**src/hdl/y2r_pkg.sv**
```systemverilog
// ----------------------------------------------------------------------------
// y2r_pkg: shared types, constants and helpers for the YUV 4:2:0 to RGB888 block
// Holds the BT.601 fixed point coefficients, datapath widths, the chroma term
// bundle passed to the lanes and the channel clamp.
// ----------------------------------------------------------------------------
package y2r_pkg;

    localparam int SAMPLE_W = 8;
    localparam int DIFF_W   = SAMPLE_W + 1;
    localparam int PROD_W   = 28;
    localparam int FRAC_W   = 16;
    localparam int LANES    = 4;

    localparam int IN_W  = 6 * SAMPLE_W;
    localparam int OUT_W = 3 * LANES * SAMPLE_W;

    localparam logic signed [DIFF_W-1:0] LUMA_OFS   = 9'sd16;
    localparam logic signed [DIFF_W-1:0] CHROMA_OFS = 9'sd128;

    localparam logic signed [PROD_W-1:0] COEF_Y  = 28'sd76309;
    localparam logic signed [PROD_W-1:0] COEF_RV = 28'sd104597;
    localparam logic signed [PROD_W-1:0] COEF_GU = 28'sd25675;
    localparam logic signed [PROD_W-1:0] COEF_GV = 28'sd53279;
    localparam logic signed [PROD_W-1:0] COEF_BU = 28'sd132201;

    typedef logic signed [PROD_W-1:0] prod_t;

    // Chroma contributions shared by all four pixels of a block.
    typedef struct packed {
        prod_t red;
        prod_t green_u;
        prod_t green_v;
        prod_t blue;
    } chroma_terms_t;

    // Floor shift by FRAC_W and clamp to 0..255.
    function automatic logic [SAMPLE_W-1:0] clamp_channel(input prod_t sum);
        logic [SAMPLE_W-1:0] result;
        begin
            if (sum[PROD_W-1])
            begin
                result = '0;
            end
            else if (|sum[PROD_W-2:FRAC_W+SAMPLE_W])
            begin
                result = '1;
            end
            else
            begin
                result = sum[FRAC_W+SAMPLE_W-1:FRAC_W];
            end
            return result;
        end
    endfunction

endpackage

```
**src/hdl/y2r_chroma.sv**
```systemverilog
// ----------------------------------------------------------------------------
// y2r_chroma: shared chroma product unit
// Picks U and V from the incoming pair, removes the offset and registers the
// four chroma products used by every pixel lane.
// ----------------------------------------------------------------------------
module y2r_chroma
(
    input  logic                                clk,
    input  logic                                load,
    input  logic                                swap_chroma,
    input  logic [y2r_pkg::SAMPLE_W-1:0]        chroma_first,
    input  logic [y2r_pkg::SAMPLE_W-1:0]        chroma_second,
    output y2r_pkg::chroma_terms_t              terms
);

    logic signed [y2r_pkg::DIFF_W-1:0] u_diff;
    logic signed [y2r_pkg::DIFF_W-1:0] v_diff;
    y2r_pkg::chroma_terms_t            terms_reg;
    y2r_pkg::chroma_terms_t            terms_next;

    always_comb
    begin
        if (swap_chroma)
        begin
            u_diff = $signed({1'b0, chroma_second}) - y2r_pkg::CHROMA_OFS;
            v_diff = $signed({1'b0, chroma_first}) - y2r_pkg::CHROMA_OFS;
        end
        else
        begin
            u_diff = $signed({1'b0, chroma_first}) - y2r_pkg::CHROMA_OFS;
            v_diff = $signed({1'b0, chroma_second}) - y2r_pkg::CHROMA_OFS;
        end
        terms_next.red     = y2r_pkg::PROD_W'(v_diff) * y2r_pkg::COEF_RV;
        terms_next.green_u = y2r_pkg::PROD_W'(u_diff) * y2r_pkg::COEF_GU;
        terms_next.green_v = y2r_pkg::PROD_W'(v_diff) * y2r_pkg::COEF_GV;
        terms_next.blue    = y2r_pkg::PROD_W'(u_diff) * y2r_pkg::COEF_BU;
    end

    always_ff @(posedge clk)
    begin
        if (load)
        begin
            terms_reg <= terms_next;
        end
    end

    assign terms = terms_reg;

endmodule

```
**src/hdl/y2r_lane.sv**
```systemverilog
// ----------------------------------------------------------------------------
// y2r_lane: one pixel lane
// Registers the scaled luma of one pixel, then adds the shared chroma terms
// and clamps each of the three channels.
// ----------------------------------------------------------------------------
module y2r_lane
(
    input  logic                                clk,
    input  logic                                load,
    input  logic [y2r_pkg::SAMPLE_W-1:0]        luma,
    input  y2r_pkg::chroma_terms_t              terms,
    output logic [y2r_pkg::SAMPLE_W-1:0]        red,
    output logic [y2r_pkg::SAMPLE_W-1:0]        green,
    output logic [y2r_pkg::SAMPLE_W-1:0]        blue
);

    logic signed [y2r_pkg::DIFF_W-1:0] y_diff;
    y2r_pkg::prod_t                    luma_reg;
    y2r_pkg::prod_t                    luma_next;

    assign y_diff    = $signed({1'b0, luma}) - y2r_pkg::LUMA_OFS;
    assign luma_next = y2r_pkg::PROD_W'(y_diff) * y2r_pkg::COEF_Y;

    always_ff @(posedge clk)
    begin
        if (load)
        begin
            luma_reg <= luma_next;
        end
    end

    assign red   = y2r_pkg::clamp_channel(luma_reg + terms.red);
    assign green = y2r_pkg::clamp_channel(luma_reg - terms.green_u - terms.green_v);
    assign blue  = y2r_pkg::clamp_channel(luma_reg + terms.blue);

endmodule

```
**src/hdl/yuv420_block_to_rgb888.sv**
```systemverilog
// ----------------------------------------------------------------------------
// yuv420_block_to_rgb888: 2x2 YUV 4:2:0 block to four RGB888 pixels
// Top level with input handshake, product stage, four pixel lanes and the
// merging output register.
// ----------------------------------------------------------------------------
// The block converts one 2x2 block of a 4:2:0 frame per item: four luma
// samples and one shared chroma pair come in, four RGB888 pixels go out, using
// BT.601 studio-range coefficients in 16.16 fixed point with floor rounding
// and clamping to 0..255. It accepts one item every clock cycle unless both
// stages are full and the output stalls. The first stage registers the luma
// and chroma products (one multiplier per product), the second stage adds,
// clamps and merges the four lanes into the output register. Each stage holds
// its item only while the stage after it is full and stalled, so the input
// keeps taking items while a finished result waits, until both stages fill.
// The swap_chroma register (written through cfg_we / cfg_wdata, reset to 0)
// selects YVU chroma order when set; it should be changed only while idle.
// ----------------------------------------------------------------------------
module yuv420_block_to_rgb888
(
    input  logic                            clk,
    input  logic                            rst_n,

    input  logic                            cfg_we,
    input  logic                            cfg_wdata,      // swap_chroma

    input  logic                            s_tvalid,
    output logic                            s_tready,
    // From bit 0 up: luma_top_left, luma_top_right, luma_bottom_left,
    // luma_bottom_right, chroma_first, chroma_second (8 bits each).
    input  logic [y2r_pkg::IN_W-1:0]        s_tdata,

    output logic                            m_tvalid,
    input  logic                            m_tready,
    // From bit 0 up, 8 bits each: red, green, blue of top_left, then of
    // top_right, bottom_left and bottom_right.
    output logic [y2r_pkg::OUT_W-1:0]       m_tdata
);

    localparam int SW = y2r_pkg::SAMPLE_W;

    logic                           swap_chroma_reg;
    logic                           prod_valid_reg;
    logic                           out_valid_reg;
    logic [y2r_pkg::OUT_W-1:0]      out_data_reg;
    logic [y2r_pkg::OUT_W-1:0]      out_data_next;
    logic                           out_load;
    logic                           prod_load;
    y2r_pkg::chroma_terms_t         terms;

    // Each stage moves on when the stage after it is empty or moving.
    assign out_load  = !out_valid_reg || m_tready;
    assign prod_load = !prod_valid_reg || out_load;
    assign s_tready  = prod_load;

    always_ff @(posedge clk or negedge rst_n)
    begin
        if (!rst_n)
        begin
            swap_chroma_reg <= 1'b0;
        end
        else if (cfg_we)
        begin
            swap_chroma_reg <= cfg_wdata;
        end
    end

    always_ff @(posedge clk or negedge rst_n)
    begin
        if (!rst_n)
        begin
            prod_valid_reg <= 1'b0;
            out_valid_reg  <= 1'b0;
        end
        else
        begin
            if (prod_load)
            begin
                prod_valid_reg <= s_tvalid;
            end
            if (out_load)
            begin
                out_valid_reg <= prod_valid_reg;
            end
        end
    end

    // Shared chroma unit: products are computed once per block.
    y2r_chroma u_chroma
    (
        .clk           (clk),
        .load          (prod_load),
        .swap_chroma   (swap_chroma_reg),
        .chroma_first  (s_tdata[4*SW +: SW]),
        .chroma_second (s_tdata[5*SW +: SW]),
        .terms         (terms)
    );

    // One lane per pixel; each lane drops its RGB triple into its own slice
    // of the merged result word.
    for (genvar lane = 0; lane < y2r_pkg::LANES; lane++)
    begin : g_lane
        y2r_lane u_lane
        (
            .clk   (clk),
            .load  (prod_load),
            .luma  (s_tdata[lane*SW +: SW]),
            .terms (terms),
            .red   (out_data_next[(3*lane+0)*SW +: SW]),
            .green (out_data_next[(3*lane+1)*SW +: SW]),
            .blue  (out_data_next[(3*lane+2)*SW +: SW])
        );
    end

    always_ff @(posedge clk)
    begin
        if (out_load)
        begin
            out_data_reg <= out_data_next;
        end
    end

    assign m_tvalid = out_valid_reg;
    assign m_tdata  = out_data_reg;

endmodule
```
**config.mk**
```make
export PLATFORM = sky130hd
export DESIGN_NAME = yuv420_block_to_rgb888
export DESIGN_NICKNAME = d
export VERILOG_FILES = /design/src/hdl/y2r_pkg.sv /design/src/hdl/y2r_chroma.sv /design/src/hdl/y2r_lane.sv /design/src/hdl/yuv420_block_to_rgb888.sv
export SDC_FILE = /design/constraint.sdc
export NUM_CORES = 2
export LEC_CHECK = 0
export ABC_AREA = 1
export BUFFER_PORTS_ARGS = -buffer_cell sky130_fd_sc_hd__clkbuf_2
export CAP_MARGIN = 40
export CORE_MARGIN = 2
export CORE_UTILIZATION = 35
export CTS_CLUSTER_DIAMETER = 30
export CTS_CLUSTER_SIZE = 10
export DETAILED_ROUTE_END_ITERATION = 6
export GPL_ROUTABILITY_DRIVEN = 0
export GPL_TIMING_DRIVEN = 1
export SLEW_MARGIN = 20
export SYNTH_ARGS = -nofsm -noshare
export SYNTH_HDL_FRONTEND = slang
export SYNTH_SLANG_ARGS = --single-unit
```
**constraint.sdc**
```tcl
create_clock -name clk -period 17.2 [get_ports clk]
set_clock_uncertainty 0.1 [all_clocks]
set_input_delay 2.58 -clock clk [delete_from_list [all_inputs] [get_ports clk]]
set_output_delay 2.58 -clock clk [all_outputs]
set_load 0.05 [all_outputs]
```
==> results.toml <==
[clock_tree]
htree_levels = 3
clock-root-buffer = "clkbuf_16"
numCtsBuffers = 78
post_cts.repair.setup_buffers = 0
cts_buffer_depth = 3
clock_latency_ns = 0.71
cts_tree = "built"
cts_resized = 0
cts_hold_buf = 0
path_clk_slew_ns = 0.05
cts_sinks = 311

[yosys]
synth_nets = 8512
syn_area_um2 = 51760
synthCells = 7258
ys_ff_latch = 311
yosys.area.top_type_share_pct = 22.38
yosys_warnings = 0
syn_area_per_cell_um2 = 7.131
synth_area_leaders = "ha_1 (22%), edfxtp_1 (18%), nand2_1 (15%)"
synth_top_area_cell = "ha_1"
yosysSeqAreaShare_pct = 18.01
yosysUniqueCellTypes = 56

[critical_path]
crit_type = "in2reg"
r2r-end = "u_chroma.terms[47]"
r2r_start = "swap_chroma_reg"
cp.required_ns = 17.57
rr_worst_depth = 18
reg2reg_setup_slack_ns = 11.10
critPathCaptureType = "flop"
cp_max_fo = 15
crit_path_start_kind = "input port"
arrival_ns = 7.69

[global_route]
grt-ovfl-total = 0
grt_pass1_vias = 45820
antenna_found_initial = 12
grt_usage_pct = 23.80
grt_max_degree = 61
grt_pass1_wl_um = 271100

[detailed_routing]
wirelength_um = 182700
wl_per_cell_um = 19.19
drt_first_pass_iters = 6
ant_nets = 0
vias = 48490
first_iter_violations = 4632
viasPerCell = 5.093
drc = 0

[min_path]
whs_path_depth = 2
min-delay-start = "prod_valid_reg"
worst_hold_path.endpoint = "m_tvalid"
min_path_type = "reg2reg"

[floorplan]
dieWidth_um = 388.6
rows = 141
dieArea_um2 = 151000
core_um2 = 147300
boundaryPins = 152
die_h_um = 388.6
start_util_pct = 35.14

[timing]
setup_tns_ns = 0
final-max-slew-violation-count = 0
fin_crit_ns = 7.321
grt_setup_unrepaired = "false"
fin_crit_sh_pct = 42.56
layout_setup_ws_ns = 9.879
hold_viol = 0
setup_viol = 0
worst_slew_pin_slew_ns = 0.9908
slew_headroom_pct = 33.94
max_freq_ghz = 0.1366

[placed_design]
dp_hpwl_um = 150900
placed_cells = 9361
io_buffers = 151
place_ws_ns = 9.159

[status]
outcome = "finished, final reports clean"

[cells_and_area]
nNetsFinal = 8769
num-fill-cells = 15320
layout-drive-gt1-share_pct = 6.015
finalNonFillerCells = 9520
syn2layout_area_growth_pct = 12.31
largest_reg_flops = 108

[flow_run]
maxCapViolCount = 0
==> logic make-up (layout without fill, tap and decap cells) <==
kind of cell,Yosys count,after routing,share of synthesized area [%]
flops,311,311,18.01
buf+inv,1448,1771,10.52
other cells,0,9,0
simple gates,3445,3445,28.03
fa+ha+maj,1200,1200,32.98
xor+xnor,180,180,3.191
compound gates,674,674,7.264
==> worst max-delay path, stage by stage <==
cell,delay (ns)
clkbuf_2,0.11
inv_1,0.06
o21ai_4,0.38
clkinv_1,0.64
ha_1,0.55
inv_1,0.10
ha_1,0.31
fa_1,0.48
fa_1,0.39
inv_1,0.11
fa_1,0.41
inv_1,0.07
ha_1,0.29
a21oi_1,0.24
o21ai_1,0.15
a31oi_1,0.35
o21ai_1,0.18
a21oi_1,0.21
xnor2_1,0.08
==> worst max-delay path by stage <==
stage / from / endpoint / slack [ns] / depth (start not counted)
after floorplan: m_tready / s_tready / 6.74 / 2
after global placement: s_tdata[47] / u_chroma.terms[49] / 9.30 / 20
after detailed placement: s_tdata[47] / u_chroma.terms[49] / 9.16 / 20
after CTS: s_tdata[47] / u_chroma.terms[49] / 9.93 / 20
after global routing: s_tdata[47] / u_chroma.terms[49] / 9.71 / 20
final: s_tdata[47] / u_chroma.terms[47] / 9.88 / 19
==> cell usage after synthesis, drive strengths merged <==
master   count
or2          8
nand3b      36
nor3b       10
a21o        29
o21ai      185
o2111ai      1
and2        12
xnor2       65
a2111o       2
a221oi       6
nor2       633
a21boi       7
and3         2
o21bai      35
nor3        74
a31o         1
a31oi       14
o31ai       10
a211oi      11
inv       1441
xor2       115
buf          3
or3          1
clkinv       2
dfrtp        3
nand4      152
nand2     2178
or4          1
edfxtp     308
nand3      320
fa         274
o21a        12
a21oi      357
o211ai       4
nor4        18
ha         926
clkbuf       2
==> layout by cell type, fill, tap and decap left out, types with 11 or more instances in the layout <==
cell type,synthesis,routed
a211oi_1,11,11
a21o_1,29,29
a21oi_1,355,355
a31oi_1,14,14
and2_1,11,11
buf_4,3,13
buf_8,0,11
clkbuf_16,0,80
clkbuf_2,0,151
clkinvlp_4,0,12
edfxtp_1,308,308
fa_1,274,274
ha_1,926,926
inv_1,1431,1431
inv_6,0,13
nand2_1,2136,2135
nand2_2,36,36
nand3_1,311,310
nand3b_1,36,36
nand4_1,148,148
nor2_1,599,599
nor2_2,26,26
nor3_1,66,66
nor4_1,18,18
o21a_1,12,12
o21ai_0,160,159
o21ai_1,14,15
o21bai_1,35,35
xnor2_1,64,64
xor2_1,112,112
==> stage by stage <==
step | hold WS [ns] | area, um2 | util (%)
2_1_floorplan | 0.3352 | 51760 | -
3_3_place_gp | 0.4095 | 55020 | 37.35
3_5_place_dp | 0.4152 | 55270 | 37.52
4_1_cts | 0.4260 | 58040 | 39.40
5_1_grt | 0.4603 | 58110 | 39.45
6_report | 0.4187 | 58130 | 39.46
==> layer usage <==
layer	GRT usage, %	vias up	wire [um]
li1	-	23840	-
met5	0	-	51
met3	5.722	390	18060
met4	12.10	8	9521
met2	36.12	1949	77090
met1	31.39	22300	77950
==> cell type report <==
class / instances / area [um2] / share of cell area [%]
clock inverters: 64 / 788.3 / 1.356
flip-flops and latches: 311 / 9324 / 16.04
multi-input cells: 5499 / 37010 / 63.66
inverters: 1443 / 5416 / 9.317
diodes: 9 / 22.52 / 0.03874
clock buffers: 82 / 1988 / 3.420
well taps: 1930 / 2415 / 4.154
repair buffers: 182 / 1170 / 2.012
Power is left out: the tool's default activity adds up to more than one toggle a clock period on the data nets, which glitch-free logic cannot reach.
